<file path="src/sct_pkg.sv">
`default_nettype none
// ----------------------------------------------------------------------------
// sct_pkg
// Key masks, token order, text table and queue entry type for the stenotype
// chord to text translator.
// ----------------------------------------------------------------------------
package sct_pkg;

  localparam int CHORD_W   = 23;
  localparam int CHAR_W    = 7;
  localparam int MAX_CHARS = 21;
  localparam int TXT_LEN   = 12;
  localparam int TXT_W     = 8 * TXT_LEN;
  localparam int LEN_W     = $clog2(TXT_LEN + 1);
  localparam int CNT_W     = $clog2(MAX_CHARS);

  localparam logic [CHORD_W-1:0] K_NUM = 23'h000001;
  localparam logic [CHORD_W-1:0] K_IS  = 23'h000002;
  localparam logic [CHORD_W-1:0] K_IT  = 23'h000004;
  localparam logic [CHORD_W-1:0] K_IK  = 23'h000008;
  localparam logic [CHORD_W-1:0] K_IP  = 23'h000010;
  localparam logic [CHORD_W-1:0] K_IW  = 23'h000020;
  localparam logic [CHORD_W-1:0] K_IH  = 23'h000040;
  localparam logic [CHORD_W-1:0] K_IR  = 23'h000080;
  localparam logic [CHORD_W-1:0] K_A   = 23'h000100;
  localparam logic [CHORD_W-1:0] K_O   = 23'h000200;
  localparam logic [CHORD_W-1:0] K_ST  = 23'h000400;
  localparam logic [CHORD_W-1:0] K_E   = 23'h000800;
  localparam logic [CHORD_W-1:0] K_U   = 23'h001000;
  localparam logic [CHORD_W-1:0] K_FF  = 23'h002000;
  localparam logic [CHORD_W-1:0] K_FR  = 23'h004000;
  localparam logic [CHORD_W-1:0] K_FP  = 23'h008000;
  localparam logic [CHORD_W-1:0] K_FB  = 23'h010000;
  localparam logic [CHORD_W-1:0] K_FL  = 23'h020000;
  localparam logic [CHORD_W-1:0] K_FG  = 23'h040000;
  localparam logic [CHORD_W-1:0] K_FT  = 23'h080000;
  localparam logic [CHORD_W-1:0] K_FS  = 23'h100000;
  localparam logic [CHORD_W-1:0] K_FD  = 23'h200000;
  localparam logic [CHORD_W-1:0] K_FZ  = 23'h400000;

  localparam logic [CHORD_W-1:0] G_INIT = K_ST | K_IS | K_IT | K_IK | K_IP | K_IW | K_IH | K_IR;
  localparam logic [CHORD_W-1:0] G_VOW  = K_A | K_O | K_E | K_U;
  localparam logic [CHORD_W-1:0] G_FIN  = K_FF | K_FR | K_FP | K_FB | K_FL | K_FG | K_FT
                                          | K_FS | K_FD | K_FZ;

  // token order of one chord's text
  localparam int NUM_TOK   = 27;
  localparam int TOK_W     = $clog2(NUM_TOK);
  localparam int TOK_WHOLE = 0;
  localparam int TOK_HASH  = 1;
  localparam int TOK_INIT  = 2;
  localparam int TOK_IS    = 3;
  localparam int TOK_VOW   = 10;
  localparam int TOK_A     = 11;
  localparam int TOK_O     = 12;
  localparam int TOK_STAR  = 13;
  localparam int TOK_E     = 14;
  localparam int TOK_U     = 15;
  localparam int TOK_FIN   = 16;
  localparam int TOK_FF    = 17;

  typedef enum logic [6:0] {
    STR_COMMA, STR_CORR, STR_PARA, STR_PERIOD, STR_QUEST, STR_NEWLINE,
    STR_D0, STR_D1, STR_D2, STR_D3, STR_D4, STR_D5, STR_D6, STR_D7, STR_D8, STR_D9,
    STR_HASH,
    STR_IB, STR_ICH, STR_ID, STR_IF, STR_IG, STR_IJ, STR_IL, STR_IM, STR_IN, STR_IQU,
    STR_IV, STR_IY, STR_IZ,
    STR_IS, STR_IT, STR_IK, STR_IP, STR_IW, STR_IH, STR_IR,
    STR_AY, STR_AW, STR_EE, STR_I, STR_IYV, STR_OH, STR_OI, STR_OO, STR_OU, STR_UU,
    STR_A, STR_O, STR_STAR, STR_E, STR_U,
    STR_FCH, STR_FJ, STR_FK, STR_FM, STR_FMP, STR_FN, STR_FNG, STR_FRCH, STR_FRF,
    STR_FSH, STR_FX, STR_FSHUN,
    STR_FF, STR_FR, STR_FP, STR_FB, STR_FL, STR_FG, STR_FT, STR_FS, STR_FD, STR_FZ
  } str_id_t;

  typedef struct packed {
    logic [LEN_W-1:0] len;
    logic [TXT_W-1:0] text;
  } str_t;

  typedef struct packed {
    logic [NUM_TOK-1:0] mask;
    str_id_t            whole_id;
    str_id_t            init_id;
    str_id_t            vow_id;
    str_id_t            fin_id;
  } entry_t;

  function automatic str_t str_lookup(str_id_t id);
    str_t s;
    s.len  = LEN_W'(1);
    s.text = '0;
    unique case (id)
      STR_COMMA:   s.text = TXT_W'(",");
      STR_CORR:    begin s.len = LEN_W'(12); s.text = TXT_W'("[correction]"); end
      STR_PARA:    begin s.len = LEN_W'(11); s.text = TXT_W'("[paragraph]"); end
      STR_PERIOD:  s.text = TXT_W'(".");
      STR_QUEST:   s.text = TXT_W'("?");
      STR_NEWLINE: begin s.len = LEN_W'(9); s.text = TXT_W'("[newline]"); end
      STR_D0:      s.text = TXT_W'("0");
      STR_D1:      s.text = TXT_W'("1");
      STR_D2:      s.text = TXT_W'("2");
      STR_D3:      s.text = TXT_W'("3");
      STR_D4:      s.text = TXT_W'("4");
      STR_D5:      s.text = TXT_W'("5");
      STR_D6:      s.text = TXT_W'("6");
      STR_D7:      s.text = TXT_W'("7");
      STR_D8:      s.text = TXT_W'("8");
      STR_D9:      s.text = TXT_W'("9");
      STR_HASH:    s.text = TXT_W'("#");
      STR_IB:      s.text = TXT_W'("B");
      STR_ICH:     begin s.len = LEN_W'(2); s.text = TXT_W'("CH"); end
      STR_ID:      s.text = TXT_W'("D");
      STR_IF:      s.text = TXT_W'("F");
      STR_IG:      s.text = TXT_W'("G");
      STR_IJ:      s.text = TXT_W'("J");
      STR_IL:      s.text = TXT_W'("L");
      STR_IM:      s.text = TXT_W'("M");
      STR_IN:      s.text = TXT_W'("N");
      STR_IQU:     begin s.len = LEN_W'(2); s.text = TXT_W'("QU"); end
      STR_IV:      s.text = TXT_W'("V");
      STR_IY:      s.text = TXT_W'("Y");
      STR_IZ:      s.text = TXT_W'("Z");
      STR_IS:      s.text = TXT_W'("S");
      STR_IT:      s.text = TXT_W'("T");
      STR_IK:      s.text = TXT_W'("K");
      STR_IP:      s.text = TXT_W'("P");
      STR_IW:      s.text = TXT_W'("W");
      STR_IH:      s.text = TXT_W'("H");
      STR_IR:      s.text = TXT_W'("R");
      STR_AY:      begin s.len = LEN_W'(2); s.text = TXT_W'("ay"); end
      STR_AW:      begin s.len = LEN_W'(2); s.text = TXT_W'("aw"); end
      STR_EE:      begin s.len = LEN_W'(2); s.text = TXT_W'("ee"); end
      STR_I:       s.text = TXT_W'("i");
      STR_IYV:     begin s.len = LEN_W'(2); s.text = TXT_W'("iy"); end
      STR_OH:      begin s.len = LEN_W'(2); s.text = TXT_W'("oh"); end
      STR_OI:      begin s.len = LEN_W'(2); s.text = TXT_W'("oi"); end
      STR_OO:      begin s.len = LEN_W'(2); s.text = TXT_W'("oo"); end
      STR_OU:      begin s.len = LEN_W'(2); s.text = TXT_W'("ou"); end
      STR_UU:      begin s.len = LEN_W'(2); s.text = TXT_W'("uu"); end
      STR_A:       s.text = TXT_W'("a");
      STR_O:       s.text = TXT_W'("o");
      STR_STAR:    s.text = TXT_W'("*");
      STR_E:       s.text = TXT_W'("e");
      STR_U:       s.text = TXT_W'("u");
      STR_FCH:     begin s.len = LEN_W'(2); s.text = TXT_W'("ch"); end
      STR_FJ:      s.text = TXT_W'("j");
      STR_FK:      s.text = TXT_W'("k");
      STR_FM:      s.text = TXT_W'("m");
      STR_FMP:     begin s.len = LEN_W'(2); s.text = TXT_W'("mp"); end
      STR_FN:      s.text = TXT_W'("n");
      STR_FNG:     begin s.len = LEN_W'(2); s.text = TXT_W'("ng"); end
      STR_FRCH:    begin s.len = LEN_W'(3); s.text = TXT_W'("rch"); end
      STR_FRF:     begin s.len = LEN_W'(2); s.text = TXT_W'("rf"); end
      STR_FSH:     begin s.len = LEN_W'(2); s.text = TXT_W'("sh"); end
      STR_FX:      s.text = TXT_W'("x");
      STR_FSHUN:   begin s.len = LEN_W'(4); s.text = TXT_W'("shun"); end
      STR_FF:      s.text = TXT_W'("f");
      STR_FR:      s.text = TXT_W'("r");
      STR_FP:      s.text = TXT_W'("p");
      STR_FB:      s.text = TXT_W'("b");
      STR_FL:      s.text = TXT_W'("l");
      STR_FG:      s.text = TXT_W'("g");
      STR_FT:      s.text = TXT_W'("t");
      STR_FS:      s.text = TXT_W'("s");
      STR_FD:      s.text = TXT_W'("d");
      STR_FZ:      s.text = TXT_W'("z");
      default:     s.text = TXT_W'(" ");
    endcase
    return s;
  endfunction

endpackage
`default_nettype wire

</file>
<file path="src/sct_front.sv">
`default_nettype none
// ----------------------------------------------------------------------------
// sct_front
// Accepts a chord and classifies it into the list of text tokens it yields,
// one queue entry per nonempty chord.
// ----------------------------------------------------------------------------
module sct_front import sct_pkg::*; (
  input  wire logic               start,
  output logic                    busy,
  input  wire logic [CHORD_W-1:0] chord,
  input  wire logic               q_full,
  output logic                    push,
  output entry_t                  entry
);

  logic               accept;
  logic               whole_hit;
  logic               init_hit;
  logic               vow_hit;
  logic               fin_hit;
  logic [CHORD_W-1:0] ig;
  logic [CHORD_W-1:0] vg;
  logic [CHORD_W-1:0] fg;

  assign busy   = q_full;
  assign accept = start && !busy;
  assign ig     = chord & G_INIT;
  assign vg     = chord & G_VOW;
  assign fg     = chord & G_FIN;

  always_comb begin
    whole_hit      = 1'b1;
    entry.whole_id = STR_HASH;
    unique case (chord)
      K_FR | K_FB | K_FG | K_FS: entry.whole_id = STR_COMMA;
      K_ST:                      entry.whole_id = STR_CORR;
      K_IP | K_FF:               entry.whole_id = STR_PARA;
      K_FF | K_FP | K_FL | K_FT: entry.whole_id = STR_PERIOD;
      K_IS | K_IT | K_IP | K_IH: entry.whole_id = STR_QUEST;
      K_IP | K_IR | K_A | K_FF:  entry.whole_id = STR_NEWLINE;
      K_NUM | K_O:               entry.whole_id = STR_D0;
      K_NUM | K_IS:              entry.whole_id = STR_D1;
      K_NUM | K_IT:              entry.whole_id = STR_D2;
      K_NUM | K_IP:              entry.whole_id = STR_D3;
      K_NUM | K_IH:              entry.whole_id = STR_D4;
      K_NUM | K_A:               entry.whole_id = STR_D5;
      K_NUM | K_FF:              entry.whole_id = STR_D6;
      K_NUM | K_FP:              entry.whole_id = STR_D7;
      K_NUM | K_FL:              entry.whole_id = STR_D8;
      K_NUM | K_FT:              entry.whole_id = STR_D9;
      default:                   whole_hit = 1'b0;
    endcase

    init_hit      = 1'b1;
    entry.init_id = STR_HASH;
    unique case (ig)
      K_IP | K_IW:               entry.init_id = STR_IB;
      K_IK | K_IH:               entry.init_id = STR_ICH;
      K_IT | K_IK:               entry.init_id = STR_ID;
      K_IT | K_IP:               entry.init_id = STR_IF;
      K_IT | K_IK | K_IP | K_IW: entry.init_id = STR_IG;
      K_IS | K_IK | K_IW | K_IR: entry.init_id = STR_IJ;
      K_IH | K_IR:               entry.init_id = STR_IL;
      K_IP | K_IH:               entry.init_id = STR_IM;
      K_IT | K_IP | K_IH:        entry.init_id = STR_IN;
      K_IK | K_IW:               entry.init_id = STR_IQU;
      K_IS | K_IR:               entry.init_id = STR_IV;
      K_IK | K_IW | K_IR:        entry.init_id = STR_IY;
      K_IS | K_ST:               entry.init_id = STR_IZ;
      default:                   init_hit = 1'b0;
    endcase

    vow_hit      = 1'b1;
    entry.vow_id = STR_HASH;
    unique case (vg)
      K_A | K_E | K_U:       entry.vow_id = STR_AY;
      K_A | K_U:             entry.vow_id = STR_AW;
      K_A | K_O | K_E:       entry.vow_id = STR_EE;
      K_E | K_U:             entry.vow_id = STR_I;
      K_A | K_O | K_E | K_U: entry.vow_id = STR_IYV;
      K_O | K_E:             entry.vow_id = STR_OH;
      K_O | K_E | K_U:       entry.vow_id = STR_OI;
      K_A | K_O:             entry.vow_id = STR_OO;
      K_O | K_U:             entry.vow_id = STR_OU;
      K_A | K_O | K_U:       entry.vow_id = STR_UU;
      default:               vow_hit = 1'b0;
    endcase

    // star is always released before the finals
    fin_hit      = 1'b1;
    entry.fin_id = STR_HASH;
    unique case (fg)
      K_FF | K_FP:                entry.fin_id = STR_FCH;
      K_FP | K_FB | K_FL | K_FG:  entry.fin_id = STR_FJ;
      K_FB | K_FG:                entry.fin_id = STR_FK;
      K_FP | K_FL:                entry.fin_id = STR_FM;
      K_FF | K_FR | K_FP:         entry.fin_id = STR_FMP;
      K_FP | K_FB:                entry.fin_id = STR_FN;
      K_FP | K_FB | K_FG:         entry.fin_id = STR_FNG;
      K_FF | K_FR | K_FP | K_FB:  entry.fin_id = STR_FRCH;
      K_FF | K_FR | K_FB:         entry.fin_id = STR_FRF;
      K_FR | K_FB:                entry.fin_id = STR_FSH;
      K_FB | K_FG | K_FS:         entry.fin_id = STR_FX;
      K_FG | K_FS:                entry.fin_id = STR_FSHUN;
      default:                    fin_hit = 1'b0;
    endcase

    entry.mask = '0;
    if (whole_hit) begin
      entry.mask[TOK_WHOLE] = 1'b1;
    end else begin
      entry.mask[TOK_HASH] = chord[0];
      if (init_hit) begin
        entry.mask[TOK_INIT] = 1'b1;
      end else begin
        entry.mask[TOK_IS +: 7] = chord[7:1];
      end
      if (vow_hit) begin
        entry.mask[TOK_VOW] = 1'b1;
      end else begin
        entry.mask[TOK_A] = chord[8];
        entry.mask[TOK_O] = chord[9];
        entry.mask[TOK_E] = chord[11];
        entry.mask[TOK_U] = chord[12];
      end
      entry.mask[TOK_STAR] = chord[10] && !init_hit;
      if (fin_hit) begin
        entry.mask[TOK_FIN] = 1'b1;
      end else begin
        entry.mask[TOK_FF +: 10] = chord[22:13];
      end
    end
  end

  // an empty chord yields no text
  assign push = accept && (entry.mask != '0);

endmodule
`default_nettype wire

</file>
<file path="src/sct_queue.sv">
`default_nettype none
// ----------------------------------------------------------------------------
// sct_queue
// Short register queue of classified chords between front and back end.
// ----------------------------------------------------------------------------
module sct_queue import sct_pkg::*; #(
  parameter int DEPTH = 2
) (
  input  wire logic   clk,
  input  wire logic   rst_n,
  input  wire logic   push,
  input  wire entry_t push_data,
  input  wire logic   pop,
  output entry_t      pop_data,
  output logic        full,
  output logic        empty
);

  localparam int PW = (DEPTH > 1) ? $clog2(DEPTH) : 1;
  localparam int CW = $clog2(DEPTH + 1);

  entry_t          mem_r [DEPTH];
  logic [PW-1:0]   wr_ptr_r, wr_ptr_nxt;
  logic [PW-1:0]   rd_ptr_r, rd_ptr_nxt;
  logic [CW-1:0]   cnt_r, cnt_nxt;
  logic            do_push;
  logic            do_pop;

  assign full     = (cnt_r == CW'(DEPTH));
  assign empty    = (cnt_r == '0);
  assign do_push  = push && !full;
  assign do_pop   = pop && !empty;
  assign pop_data = mem_r[rd_ptr_r];

  always_comb begin
    wr_ptr_nxt = wr_ptr_r;
    rd_ptr_nxt = rd_ptr_r;
    cnt_nxt    = cnt_r;
    if (do_push) begin
      wr_ptr_nxt = (wr_ptr_r == PW'(DEPTH - 1)) ? '0 : wr_ptr_r + 1'b1;
    end
    if (do_pop) begin
      rd_ptr_nxt = (rd_ptr_r == PW'(DEPTH - 1)) ? '0 : rd_ptr_r + 1'b1;
    end
    if (do_push && !do_pop) begin
      cnt_nxt = cnt_r + 1'b1;
    end else if (do_pop && !do_push) begin
      cnt_nxt = cnt_r - 1'b1;
    end
  end

  always_ff @(posedge clk) begin
    if (!rst_n) begin
      wr_ptr_r <= '0;
      rd_ptr_r <= '0;
      cnt_r    <= '0;
    end else begin
      wr_ptr_r <= wr_ptr_nxt;
      rd_ptr_r <= rd_ptr_nxt;
      cnt_r    <= cnt_nxt;
    end
  end

  always_ff @(posedge clk) begin
    if (do_push) begin
      mem_r[wr_ptr_r] <= push_data;
    end
  end

endmodule
`default_nettype wire

</file>
<file path="src/sct_back.sv">
`default_nettype none
// ----------------------------------------------------------------------------
// sct_back
// Walks the tokens of one classified chord and sends its text one character
// per cycle, marking the final character.
// ----------------------------------------------------------------------------
module sct_back import sct_pkg::*; (
  input  wire logic         clk,
  input  wire logic         rst_n,
  input  wire logic         q_empty,
  input  wire entry_t       q_data,
  output logic              q_pop,
  output logic              out_valid,
  output logic [CHAR_W-1:0] out_char_code,
  output logic              out_last_char
);

  logic               act_r, act_nxt;
  entry_t             ent_r, ent_nxt;
  logic [LEN_W-1:0]   idx_r, idx_nxt;
  logic [CNT_W-1:0]   cnt_r, cnt_nxt;
  logic               out_valid_r;
  logic [CHAR_W-1:0]  out_char_r;
  logic               out_last_r;

  logic [TOK_W-1:0]   tok;
  str_id_t            cur_id;
  str_t               cur;
  logic [LEN_W-1:0]   pos;
  logic [TXT_W-1:0]   shifted;
  logic               str_end;
  logic [NUM_TOK-1:0] rest;
  logic               last;
  logic               done;

  always_comb begin
    tok = '0;
    for (int i = NUM_TOK - 1; i >= 0; i--) begin
      if (ent_r.mask[i]) begin
        tok = TOK_W'(i);
      end
    end
  end

  always_comb begin
    unique case (tok)
      TOK_W'(TOK_WHOLE):   cur_id = ent_r.whole_id;
      TOK_W'(TOK_HASH):    cur_id = STR_HASH;
      TOK_W'(TOK_INIT):    cur_id = ent_r.init_id;
      TOK_W'(TOK_IS):      cur_id = STR_IS;
      TOK_W'(TOK_IS + 1):  cur_id = STR_IT;
      TOK_W'(TOK_IS + 2):  cur_id = STR_IK;
      TOK_W'(TOK_IS + 3):  cur_id = STR_IP;
      TOK_W'(TOK_IS + 4):  cur_id = STR_IW;
      TOK_W'(TOK_IS + 5):  cur_id = STR_IH;
      TOK_W'(TOK_IS + 6):  cur_id = STR_IR;
      TOK_W'(TOK_VOW):     cur_id = ent_r.vow_id;
      TOK_W'(TOK_A):       cur_id = STR_A;
      TOK_W'(TOK_O):       cur_id = STR_O;
      TOK_W'(TOK_STAR):    cur_id = STR_STAR;
      TOK_W'(TOK_E):       cur_id = STR_E;
      TOK_W'(TOK_U):       cur_id = STR_U;
      TOK_W'(TOK_FIN):     cur_id = ent_r.fin_id;
      TOK_W'(TOK_FF):      cur_id = STR_FF;
      TOK_W'(TOK_FF + 1):  cur_id = STR_FR;
      TOK_W'(TOK_FF + 2):  cur_id = STR_FP;
      TOK_W'(TOK_FF + 3):  cur_id = STR_FB;
      TOK_W'(TOK_FF + 4):  cur_id = STR_FL;
      TOK_W'(TOK_FF + 5):  cur_id = STR_FG;
      TOK_W'(TOK_FF + 6):  cur_id = STR_FT;
      TOK_W'(TOK_FF + 7):  cur_id = STR_FS;
      TOK_W'(TOK_FF + 8):  cur_id = STR_FD;
      TOK_W'(TOK_FF + 9):  cur_id = STR_FZ;
      default:             cur_id = STR_HASH;
    endcase
  end

  assign cur     = str_lookup(cur_id);
  assign pos     = cur.len - LEN_W'(1) - idx_r;
  assign shifted = cur.text >> {pos, 3'b000};
  assign str_end = (idx_r == cur.len - LEN_W'(1));
  assign rest    = ent_r.mask & ~(NUM_TOK'(1) << tok);
  assign last    = (str_end && (rest == '0)) || (cnt_r == CNT_W'(MAX_CHARS - 1));
  assign done    = act_r && last;
  assign q_pop   = (!act_r || done) && !q_empty;

  always_comb begin
    act_nxt = act_r;
    ent_nxt = ent_r;
    idx_nxt = idx_r;
    cnt_nxt = cnt_r;
    if (!act_r || done) begin
      act_nxt = !q_empty;
      ent_nxt = q_data;
      idx_nxt = '0;
      cnt_nxt = '0;
    end else begin
      cnt_nxt = cnt_r + 1'b1;
      if (str_end) begin
        idx_nxt    = '0;
        ent_nxt.mask = rest;
      end else begin
        idx_nxt = idx_r + 1'b1;
      end
    end
  end

  always_ff @(posedge clk) begin
    if (!rst_n) begin
      act_r       <= 1'b0;
      out_valid_r <= 1'b0;
    end else begin
      act_r       <= act_nxt;
      out_valid_r <= act_r;
    end
  end

  always_ff @(posedge clk) begin
    ent_r      <= ent_nxt;
    idx_r      <= idx_nxt;
    cnt_r      <= cnt_nxt;
    out_char_r <= shifted[CHAR_W-1:0];
    out_last_r <= last;
  end

  assign out_valid     = out_valid_r;
  assign out_char_code = out_char_r;
  assign out_last_char = out_last_r;

endmodule
`default_nettype wire

</file>
<file path="src/steno_chord_to_text.sv">
`default_nettype none
// ----------------------------------------------------------------------------
// steno_chord_to_text
// Translates one 23-key stenotype chord into ASCII text, one character per
// out_valid strobe, with out_last_char on the final character.
// A chord passes through the queue into the text unit, and each character is
// registered onto the outputs. Throughput: one character per cycle; a chord
// gives 1 to 21 characters, and queued chords follow with no gap between them.
// busy is high while the 2-entry chord queue (QUEUE_DEPTH) is full.
// Reset clears the queue, the text unit and the out_valid strobe.
// ----------------------------------------------------------------------------
module steno_chord_to_text import sct_pkg::*; #(
  parameter int QUEUE_DEPTH = 2
) (
  input  wire logic               clk,
  input  wire logic               rst_n,
  input  wire logic               start,
  output logic                    busy,
  input  wire logic [CHORD_W-1:0] in_chord,
  output logic                    out_valid,
  output logic [CHAR_W-1:0]       out_char_code,
  output logic                    out_last_char
);

  logic   q_full;
  logic   q_empty;
  logic   q_push;
  logic   q_pop;
  entry_t q_wdata;
  entry_t q_rdata;

  sct_front u_front (
    .start  (start),
    .busy   (busy),
    .chord  (in_chord),
    .q_full (q_full),
    .push   (q_push),
    .entry  (q_wdata)
  );

  sct_queue #(
    .DEPTH (QUEUE_DEPTH)
  ) u_queue (
    .clk       (clk),
    .rst_n     (rst_n),
    .push      (q_push),
    .push_data (q_wdata),
    .pop       (q_pop),
    .pop_data  (q_rdata),
    .full      (q_full),
    .empty     (q_empty)
  );

  sct_back u_back (
    .clk           (clk),
    .rst_n         (rst_n),
    .q_empty       (q_empty),
    .q_data        (q_rdata),
    .q_pop         (q_pop),
    .out_valid     (out_valid),
    .out_char_code (out_char_code),
    .out_last_char (out_last_char)
  );

endmodule
`default_nettype wire

</file>
<file path="config.mk">
export PLATFORM = sky130hd
export DESIGN_NAME = steno_chord_to_text
export DESIGN_NICKNAME = d
export VERILOG_FILES = /design/src/sct_pkg.sv /design/src/sct_front.sv /design/src/sct_queue.sv /design/src/sct_back.sv /design/src/steno_chord_to_text.sv
export SDC_FILE = /design/constraint.sdc
export NUM_CORES = 1
export LEC_CHECK = 0
export ABC_AREA = 1
export BUFFER_PORTS_ARGS = -buffer_cell sky130_fd_sc_hd__buf_2
export CAP_MARGIN = 15
export CORE_ASPECT_RATIO = 0.5
export CORE_MARGIN = 2
export CORE_UTILIZATION = 60
export DETAILED_ROUTE_END_ITERATION = 8
export PLACE_DENSITY = 0.77
export SLEW_MARGIN = 20
export SYNTH_ARGS = -nofsm -noshare
export SYNTH_HDL_FRONTEND = slang
export SYNTH_SLANG_ARGS = --single-unit
</file>
<file path="constraint.sdc">
create_clock -name clk -period 6.5 [get_ports clk]
set_clock_uncertainty 0.1 [all_clocks]
set_input_delay 0.65 -clock clk [delete_from_list [all_inputs] [get_ports clk]]
set_output_delay 0.65 -clock clk [all_outputs]
set_load 0.01 [all_outputs]
</file>
==> results of run 1 <==
state kept, by name, summed over array words and instances, names as in the netlist, named ones only:
signal	count
u_back.act_r	1
u_back.cnt_r	5
u_back.ent_r	47
u_back.idx_r	4
u_back.out_char_code	7
u_back.out_last_char	1
u_back.out_valid	1
u_queue.cnt_r	2
u_queue.mem_r	94
u_queue.rd_ptr_r	1
u_queue.wr_ptr_r	1
stage by stage:
stage / setup slack, ns / setup TNS, ns / hold slack (ns) / utilization, % / cell area, µm²
3_5_place_dp: 0.05464 / 0 / 0.3649 / 65.27 / 11490
3_3_place_gp: 0.1885 / 0 / 0.3384 / 65.27 / 11490
6_report: 0.2795 / 0 / 0.3722 / 71.13 / 12530
5_1_grt: -0.05248 / -0.5097 / 0.3614 / 71.13 / 12530
4_1_cts: 0.01779 / 0 / 0.3622 / 68.60 / 12080
2_1_floorplan: 0.7182 / 0 / 0.3297 / - / 10930
final timing paths:
| kind | start | endpoint | cells past startpoint |
|---|---|---|---|
| max | u_back.ent_r[53] | u_back.ent_r[30] | 51 |
| min | in_chord[21] | u_queue.mem_r[1][46] | 1 |
| max reg2reg | u_back.ent_r[53] | u_back.ent_r[30] | 51 |
| min reg2reg | u_back.idx_r[0] | u_back.idx_r[0] | 1 |
area by class of cell:
class,instances,area share [%]
clock buffer,18,3.426
clock inverter,14,1.129
inverter,217,6.522
multi-input combinational,986,43.64
sequential,165,37.64
tap,234,2.337
timing repair buffer,89,5.304
what timing repair did:
item | 4_1_cts | 5_1_grt
buffers inserted | 0 | 21
hold endpoints to repair | 0 | 0
pin swaps | 0 | 18
endpoints found under the setup margin | 23 | 92
cloned | 0 | 3
resized for setup | 3 | 50
cell families after synthesis:
logic type,share of synthesized area [%]
AND/OR/NAND/NOR,33.75
flip-flops,43.12
multiplexers,2.060
adder cells (fa/ha/maj),1.099
XOR/XNOR,0.7095
buffers and inverters,9.131
AO/OA/AOI/OAI,10.14
per-layer routing:
metal  GRT usage (%)  vias up  share of wire (%)
li1                -     4851                  -
met1           46.79     4942                 38
met2           57.83      842                 46
met3           6.748      170                 12
met4           14.03        0                4.8
met5               0        -                  0
worst reg2reg max path, delay by kind of cell, from the launching register on:
kind / cells / cell delay [ns]
flip-flops: 1 / 0.44
buffers and inverters: 7 / 0.85
AND/OR/NAND/NOR: 38 / 3.51
XOR/XNOR: 1 / 0.17
adder cells (fa/ha/maj): 2 / 0.50
AO/OA/AOI/OAI: 3 / 0.50
synthesized netlist by cell type, drive strengths merged, types with 2 or more instances:
master	n
nor2	244
ha	8
edfxtp	141
o31ai	3
xnor2	3
o211ai	34
nor3b	2
o2111ai	2
o21ai	74
mux2	20
a31oi	3
nor3	46
a21o	2
a211oi	3
nand3	99
xor2	5
clkbuf	18
o21a	2
nor4	16
a41oi	2
nand3b	2
nand4	62
o21bai	2
inv	214
clkinv	3
dfxtp	24
a21oi	27
nand2	315
buf	15
placed cells by master, fill, tap and decap left out, drive strengths merged, types with 2 or more instances in the layout:
master,n
nor2,244
ha,8
a41oi,2
mux2,20
xnor2,3
a31oi,3
a21o,2
a21oi,27
o211ai,34
o21ai,74
xor2,5
nand3,99
nor3b,2
o21bai,2
nor3,46
clkinv,9
nand3b,2
o2111ai,2
nand4,62
edfxtp,141
dfxtp,24
o21a,2
nand2,316
a211oi,3
nor4,16
o31ai,3
buf,87
inv,221
clkbuf,20
==> impl_results.md, run 1 <==
* Status: complete, no violations
* Final Setup Violations at 0
* Non-Filler Instances at 1,723
* Die Y at between 90 and 100 µm
* Syn_nets at 1,435
* Clock transition at the registers of the reported paths at about 0.070 ns
* GR Util All Layers at a little over a third
* Die area at ~19,000 µm²
* CP Class: flip-flop to flip-flop
* Core area at ~18,000 µm²
* Final min period at 6.221 ns
* CP Data Required Time at roughly 6.7 ns
* DRT Pass-1 Iters at 7
* Post-synth EDFFs at between 100 and 150
* Warnings from Yosys at 0
* Fmax at between 0.15 and 0.2 GHz
* Detailed Route Iter0 Violations at 1,554
* Largest net degree at the start of global routing at 79
* Yosys cell types at just under 60
* Initial Util at between 60 and 70%
* Internal reg-to-reg setup slack at 0.28 ns
* Chip Width at 194.9 µm
* Antenna diodes at 0
* #FFs+latches synth at around 170
* Max H-tree Level at 4
* Worst Max-Slew Pin Slew at around 1.1 ns
* I/O pin count at 36
* Endpoints failing hold at 0
* Ys flop type: edfxtp_1
* Setup crit start kind: flip-flop
* Cell mode on critical path: nand2_1
* Total CTS buffers at 17
* Relative slew margins at 27.39%
* CP Max Fanout at 20
* Area Overhead vs Synth at 14.57%
* Multi-input logic area at about 5500 µm²
* HPWL after DPL at 23,700 µm
* DRC at 0
* Fin nets at about 1.5k
* Routed len/inst at approximately 20 µm
* Fill count at between 1k and 1.5k
* Root Driver: clkbuf_16
* FF/Latch Area at around 4700 µm²
* Slew Limit Fails at 0
* Post-synth ARST share at 0%
* CTS tree: yes
* Max incr delay on CP at around 0.44 ns
* Clk_lat worst skew at around 0.43 ns
* Vias at approximately 11k
* Syn avg cell area at 7.810 µm²
* Crit-path slowest cell: edfxtp_1
* Sequential element share of the synthesized area at a little over two fifths
* Remaining antenna violation count at 0
* Mapped Area at ~11,000 µm²
* Area share of the largest cell type after synthesis at roughly two fifths
* Synth area leaders: edfxtp_1, nand2_1, nor2_1, inv_1, dfxtp_1
* Hold WC Path Type: input pin to flip-flop
* Crit. End Element: flip-flop
* Cell count after synthesis at 1,400
* CP arrival at about 6.4 ns
* Worst path top cell family by delay: simple AND/OR/NAND/NOR gates
* CTS sink cnt at between 150 and 200
* Hold Buf Count CTS at 0
* WL final at ~35,000 µm
* Vias per Instance at roughly 6.3
* Initial antenna violation count at 1
* Longest Clk Path Bufs at 2
* Fraction of layout cells with a size suffix above 1 at 19.27%
* Vias in the first global route at 9,768
* Core Rows at 34
* First-pass GRT wire length at around 53,000 µm
* # Max-Cap Violations at 0
* Post-placement cell count at 1,667
* Total global routing overflow at 0
* Largest area contributor in the netlist: edfxtp_1
* Buffers & Inverters on Critical Path at 7
* Tcrit/Tclk final at 95.70%
* Routability-driven placement congestion ratio at about 1.0
* PortBufs at 35
Power of run 1 is not shown: default switching activity piles up to over one toggle a cycle in this logic, so the estimate is an artifact.
==> run 2, diff against run 1 <==
- CELL_PAD_IN_SITES_DETAIL_PLACEMENT: not set -> 2
- CELL_PAD_IN_SITES_GLOBAL_PLACEMENT: not set -> 2
- CORE_UTILIZATION: 60 -> 38
- PLACE_DENSITY: 0.77 -> 0.81
==> impl_results.md, run 2 (same netlist as run 1, synthesis figures left out) <==
* Initial antenna violation count at 6
* Slew Limit Fails at 0
* Largest net degree at the start of global routing at 75
* WL final at 67,160 µm
* Remaining antenna violation count at 0
* CP Class: flip-flop to flip-flop
* Clock transition at the registers of the reported paths at approximately 0.09 ns
* PortBufs at 35
* Min-Delay Path Depth at 1
* Routability-driven placement congestion ratio at 0.9194
* Final min period at about 7 ns
* RSZ-0062 raised after global routing: yes
* Fmax at approximately 0.14 GHz
* Placed cell area at ~12,000 µm²
* Crit. End Element: flip-flop
* Core Rows at 43
* I/O pin count at 36
* CP arrival at between 7 and 8 ns
* Hold slack at approximately 0.34 ns
* Fin nets at 1,597
* Hold WC Path Type: input pin to flip-flop
* Initial Util at around two fifths
* Multi-input logic area at 5906 µm²
* Most flop-heavy register: u_queue.mem_r
* Leading cell type in the layout, fill and taps excluded: nand2_1
* CTS sink cnt at about 170
* R2R cell count at 53
* Endpoints failing hold at 0
* Detailed Route Iter0 Violations at ~1.7k
* Failing checks: negative setup slack
* HPWL after DPL at 35,350 µm
* Cell mode on critical path: nand2_2
* Hold EP: u_queue.mem_r[1][47]
* # Max-Cap Violations at 0
* Max incr delay on CP at around 0.44 ns
* Tcrit/Tclk final at 109.2%
* Routed len/inst at 34.28 µm
* Max FFs per register at 94
* Area Overhead vs Synth at 29.00%
* Die Y at 123.9 µm
* Final Cell Area at ~14,000 µm²
* CP Max Fanout at 8
* DRC at 0
* FF/Latch Area at between 4000 and 5000 µm²
* CP Data Required Time at roughly 6.7 ns
* CTS tree: yes
* Worst Max-Slew Pin Slew at ~1.0 ns
* Clk_lat worst skew at between 0.4 and 0.5 ns
* Min-delay src: in_chord[22]
* FF-to-FF Start: u_back.ent_r[52]
* Relative slew margins at between 30% and 40%
* First-pass GRT wire length at 83,120 µm
* Crit-path slowest cell: edfxtp_1
* Vias at 12.68k
* Total CTS buffers at 17
* DRT Pass-1 Iters at 6
* Chip Width at around 240 µm
* Internal reg-to-reg setup slack at -0.60 ns
* End of the worst register-to-register path: u_back.ent_r[36]
* Total global routing overflow at 0
* Longest Clk Path Bufs at 2
* Most frequent cells in the layout: nand2_1, inv_1, nor2_1
* Root Driver: clkbuf_16
* Setup crit start kind: flip-flop
* Die area at ~30,000 µm²
* Vias per Instance at 6.474
* Vias in the first global route at 12.11k
* Final setup margin at -0.5997 ns
* Fraction of layout cells with a size suffix above 1 at a little under 30%
* Fill count at roughly 3.0k
* Max H-tree Level at 4
* GR Util All Layers at ~37%
* Final Setup Violations at between 90 and 100
* Core area at 27,980 µm²
* Hold Buf Count CTS at 0
* Status: finished, violations left
==> run 2: changes by cell type in the layout (fill, tap and decap cells not counted), moves of 10 or more <==
cell     delta
buf_4      +64
nand2_1    -37
nor2_1     -22
nand3_1    -12
nand2_4    +10
nand2_2    +27
nor2_4     +13
==> run 2: worst max-delay path: cells and delay by family (launching register included) <==
family | cells | cell delay [ns]
and+or+nand+nor | 41 | 4.38
adders and majority gates | 2 | 0.45
xor gates and xnor gates | 1 | 0.17
buffers and inverters | 7 | 0.89
DFF | 1 | 0.44
AOI/OAI and AO/OA | 2 | 0.45
==> run 2: through the flow <==
stage | worst slack (ns) | instances | setup TNS (ns) | utilization (%)
after global placement | 0.2529 | 1825 | 0 | 42.15
after floorplan | 0.7182 | 1400 | 0 | -
after CTS | 0.009440 | 1884 | 0 | 45.89
after detailed placement | -0.2250 | 1825 | -0.9476 | 42.15
final | -0.5997 | 1959 | -42.39 | 50.42
after global routing | -0.6588 | 1956 | -48.65 | 50.39
==> run 2: timing repair <==
| action | CTS | global route |
|---|---|---|
| setup buffers | 26 | 65 |
| cloned | 2 | 7 |
| setup endpoints to repair | 88 | 96 |
| pin swaps | 19 | 74 |
| gates resized for setup | 41 | 163 |
==> run 2: layer usage <==
layer / share of wire, % / global-route usage (%) / up-vias
met5: 0.055 / 0 / -
met2: 46 / 64.26 / 1008
met3: 9.7 / 7.024 / 362
li1: - / - / 5028
met1: 37 / 46.67 / 6278
met4: 7.2 / 16.54 / 6
==> run 2: final cells by class <==
class	count	share of cell area, %
Timing Repair Buffer	175	10.99
Inverter	217	5.846
Timing Repair inverter	1	0.03548
Tap cell	382	3.389
Sequential cell	165	33.43
Multi-Input combinational cell	985	41.87
Antenna cell	3	0.05322
Clock buffer	17	3.016
Clock inverter	14	1.366
==> run 2: worst max path at each step <==
stage / start / endpoint / slack [ns] / cells past startpoint
after CTS: u_back.ent_r[53] / u_queue.cnt_r[1] / 0.009 / 55
after detailed placement: u_back.ent_r[53] / u_queue.cnt_r[1] / -0.23 / 52
final: u_back.ent_r[52] / u_back.ent_r[36] / -0.60 / 53
after global routing: u_back.ent_r[52] / u_queue.cnt_r[1] / -0.66 / 54
after global placement: u_back.ent_r[52] / u_queue.cnt_r[1] / 0.25 / 53
after floorplan: u_back.ent_r[52] / u_back.ent_r[28] / 0.72 / 48
Power of run 2 is left out for the same reason.
